### config.mk
export PLATFORM = sky130hd
export DESIGN_NAME = lsdt_stack_mem
export DESIGN_NICKNAME = d
export VERILOG_FILES = /design/src/rtl/lsdt_stack_mem.sv
export SDC_FILE = /design/constraint.sdc
export NUM_CORES = 2
export LEC_CHECK = 0
export BUFFER_PORTS_ARGS = -buffer_cell sky130_fd_sc_hd__buf_4
export CORE_UTILIZATION = 40
export DETAILED_ROUTE_END_ITERATION = 8
export SLEW_MARGIN = 10
export SYNTH_ARGS = -nofsm -noshare
export SYNTH_HDL_FRONTEND = slang
export SYNTH_SLANG_ARGS = --single-unit
### constraint.sdc
create_clock -name clk -period 7.69 [get_ports clk]
set_input_delay 1.538 -clock clk [delete_from_list [all_inputs] [get_ports clk]]
set_output_delay 1.538 -clock clk [all_outputs]
set_load 0.01 [all_outputs]
### src/rtl/lsdt_stack_mem.sv
// simple dual port stack memory, one write and one registered read per cycle
`default_nettype none

module lsdt_stack_mem #(
    parameter int DEPTH  = 64,
    parameter int DATA_W = 32,
    parameter int ADDR_W = 6
) (
    input  wire logic              clk,
    input  wire logic              we,
    input  wire logic [ADDR_W-1:0] waddr,
    input  wire logic [DATA_W-1:0] wdata,
    input  wire logic [ADDR_W-1:0] raddr,
    output logic      [DATA_W-1:0] rdata
);

    logic [DATA_W-1:0] mem [DEPTH];

    // write port
    always_ff @(posedge clk)
    begin
        if (we)
        begin
            mem[waddr] <= wdata;
        end
    end

    // registered read port
    always_ff @(posedge clk)
    begin
        rdata <= mem[raddr];
    end

endmodule : lsdt_stack_mem

`default_nettype wire
Yosys cells after proc, flatten, opt, wreduce, memory -nomap -nowiden
Memories as Yosys holds them, arrays and structs flattened. A register that Yosys moved wholly into a read port is not among the register bits. Index checks and enable logic that the tools add are counted.

Word-level logic and storage cells: 3. Output and inout bits: 32. Memory bits (writable): 2048. Bits in registers: 0. Memories kept: 1. Input port bits: 46.

Memories: mem (depth 64, width 32, read ports 1, clocked after memory_dff 1, wr ports 1, RTL line 17) `logic [DATA_W-1:0] mem [DEPTH];`.

Muxes and demuxes: 2.

Operator list (count): 1-bit two-way mux (2).

Logic depth before layout (Yosys ltp)
Depth after elaboration: 2. Gate-level depth with buffers: 10.

Least setup slack after synthesis
No wires, ideal clock.

Path kind: input -> register. Start: input waddr[3]. End: memory mem[48][0] (enable). Setup slack: 2.992 ns. Required time: 7.229 ns. Path buffers: 1. Library setup time: 0.461 ns. Arrival: 4.237 ns. Stages: 4. Path through: clkbuf_1 > nor2b_1 > nand4b_1 > nor3_1.

RTL lines: start: declaration (RTL line 11) `input wire logic [ADDR_W-1:0] waddr,`; end: declaration (RTL line 17).

No word-level cell before the write port.

==> results.toml <==
[pwr]
p_int_uw = 18400
pwr-share-seq = 0.540
total_leakage_power_uw = 0.0274
p_per_area_nw_per_um2 = 262
pwr-share-clk = 0.411
power_frac_comb = 0.050
netSwitchingFraction = 0.212
power.switching_uw = 4960
vdd_drop_max_v = 0.000245

[finish]
final_common_cell = "edfxtp_1"
drive_gt1_frac = 0.286
areaGrowthSynthToFinish_pct = 13.6
fin_util = 0.458
final_nets = 3564
mostFrequentLayoutCells = "edfxtp_1 (2048), mux4_2 (544), clkbuf_16 (206), buf_4 (157), mux2i_1 (93)"

[global_route]
grt_max_degree = 113
grt_usage = 0.207
grt_first_pass_wirelength_um = 287000
use_met2 = 0.341
grt_pass1_vias = 37127
grt-ovfl-total = 0
met3_usage = 0.0353
antenna_found_initial = 15
top_usage_layer = "met2"
grtUsageMet1 = 0.289

[timing]
setup_ws_ns = 3.38
worstMarginPinSlew_ns = 1.32
fin_skew_ns = 0.0333
slew_violations = 0
fmax_mhz = 232
min_period_ns = 4.31
finalSetupViolCount = 0
fin_crit_sh = 0.561
rsz0062_at_grt = "false"
relSlewSlack = 0.111
setup_tns_ns = 0
hold_viol_final = 0

[flow_run]
cap_viol_max_count = 0

[detailed_routing]
first_pass_iters = 7
drc_errors = 0
drt_iter0_drc = 4370
wl_um = 204000
via_per_inst = 5.80
wire_per_inst_um = 32.4
antenna_left = 0
dr_total_vias = 36620

[die]
fp.dieH_um = 445
core-area_um2 = 195000
rows = 162
die_area_um2 = 198000
start_util = 0.403
ios = 78
floorplan.die.width_um = 445

[setup_path]
rr_startpoint = "mem[23][17]$_DFFE_PP_"
worst-path-max-fanout = 55
cp.arrival_ns = 4.94
critPathLaunchType = "primary input"
crit_chain = "buf_8, buf_4, mux4_2, mux2i_1, nor2_1, a311oi_1, nor3_1"
critical_path.top_delay_family = "buffers and inverters"
cp_slowest_cell = "a311oi_1"
critPathKind = "in2reg"
worst-path-buf-inv = 2
critPathMaxStageDelay_ns = 1.02
worstPathRequired_ns = 8.32
endpoint_kind = "flop"
startpoint = "raddr[0]"

[yosys]
yosysUniqueCellTypes = 34
synth_seq_area_share = 0.791
synthAdderAreaFrac = 0
postSynthAreaPerCell_um2 = 23.6
synth_cells = 3324
synth-xor-area-share = 0
synth_mux_area_frac = 0.168
synth_compound_area_frac = 0.0167
synth_top_family_by_area = "multiplexers"
synthesis.nets = 3370
ys_ff_latch = 2080
yosys_warnings = 0
netlist_area_um2 = 78500
synthSimpleGateAreaFrac = 0.0127

[cts]
cts_tree = "built"
cts_buffers = 201
cts_max_level = 4
cts_root_buf = "clkbuf_16"
cts.clk_slew.worst_paths_ns = 0.06
cts_buffer_depth = 3
clk-insertion-delay-late_ns = 0.82
cts.sinks = 2080
postCtsSetupBuffers = 0
post_cts_resized = 0
cts_hold_buf = 0

[place]
dp_worst_setup_slack_ns = 2.51
port_buffers = 77
hpwl_um = 107000
routabilityCongestion = 0.784

[outcome]
status = "finished, final reports clean"

[hold_path]
hold_class = "reg2reg"
worstHoldStart = "mem[13][4]$_DFFE_PP_"
[cells by family (layout without fill, tap and decap cells)]
| family | count (synthesis) | in the layout |
|---|---|---|
| AOI/OAI and AO/OA | 202 | 202 |
| DFF | 2080 | 2080 |
| muxes | 637 | 637 |
| buffers and inverters | 182 | 545 |
| other | 0 | 1 |
| and+or+nand+nor | 223 | 223 |
[cell type report]
cell class | instances | area (µm²)
clock inverter | 119 | 998
antenna | 1 | 2.50
sequential | 2080 | 62100
tap | 2624 | 3280
clock buffer | 253 | 5340
multi-input combinational | 1062 | 16000
fill | 16157 | 106000
timing repair buffer | 173 | 1480
[Yosys cell counts]
cell,instances,share of area
a21oi_1,62,0.0040
a22oi_1,12,0.0011
a311oi_1,8,0.00089
a31oi_1,1,0.000080
a41o_1,4,0.00051
and2_1,2,0.00016
and3_1,4,0.00032
buf_1,21,0.0010
buf_2,57,0.0036
buf_4,25,0.0024
buf_6,5,0.00072
clkbuf_1,74,0.0035
dfxtp_1,32,0.0082
edfxtp_1,2048,0.78
mux2i_1,93,0.012
mux4_2,544,0.16
nand2_1,26,0.0012
nand2b_1,8,0.00064
nand3_1,5,0.00032
nand3b_1,5,0.00048
nand4_1,2,0.00016
nand4b_1,1,0.00011
nor2_1,137,0.0065
nor2b_1,15,0.0012
nor3_1,7,0.00045
o221ai_1,27,0.0030
o22ai_1,84,0.0067
o32ai_1,4,0.00045
or2_0,1,0.000080
or2_1,1,0.000080
or2_2,1,0.000080
or3_1,3,0.00024
or3b_1,2,0.00022
or3b_2,3,0.00033
[final timing paths]
path,end,slack [ns],depth (start not counted)
worst max-delay path,rdata[17]$_DFF_P_,3.38,7
worst min-delay path,rdata[4]$_DFF_P_,0.81,4
worst max register to register,rdata[17]$_DFF_P_,5.18,5
worst min register to register,rdata[4]$_DFF_P_,0.81,4
[power groups by stage]
stage | clock network (µW) | registers, µW | logic (µW)
2_1_floorplan | 0 | 12800 | 610
3_3_place_gp | 0 | 12900 | 1160
3_5_place_dp | 0 | 12900 | 1180
4_1_cts | 9730 | 12600 | 1180
5_1_grt | 10200 | 12600 | 1230
6_report | 9600 | 12600 | 1160
[flip-flops by register name, summed over array words and instances, names as in the netlist]
signal,flops
mem,2048
rdata,32
[layer usage]
layer,part of all wire,up-vias
li1,-,14680
met1,0.41,20195
met2,0.50,1490
met3,0.074,247
met4,0.020,8
met5,0.00022,-
[stage by stage]
| stage | hold WS (ns) | cell area (µm²) | std cells | total power [µW] |
|---|---|---|---|---|
| floorplan | 0.663 | 78500 | 3324 | 13400 |
| global placement | 0.777 | 82900 | 5939 | 14000 |
| detailed placement | 0.821 | 82900 | 5939 | 14000 |
| CTS | 0.839 | 89200 | 6311 | 23500 |
| global route | 0.923 | 89200 | 6312 | 24000 |
| finish | 0.808 | 89200 | 6312 | 23400 |
[worst register-to-register path, delay by kind of cell, from the launching register on]
kind	cells	cell delay, ns
AO/OA/AOI/OAI	1	1.02
flip-flops	1	0.37
multiplexers	2	0.67
AND/OR/NAND/NOR	2	0.26
No activity file was read; power rests on OpenSTA's default activity.
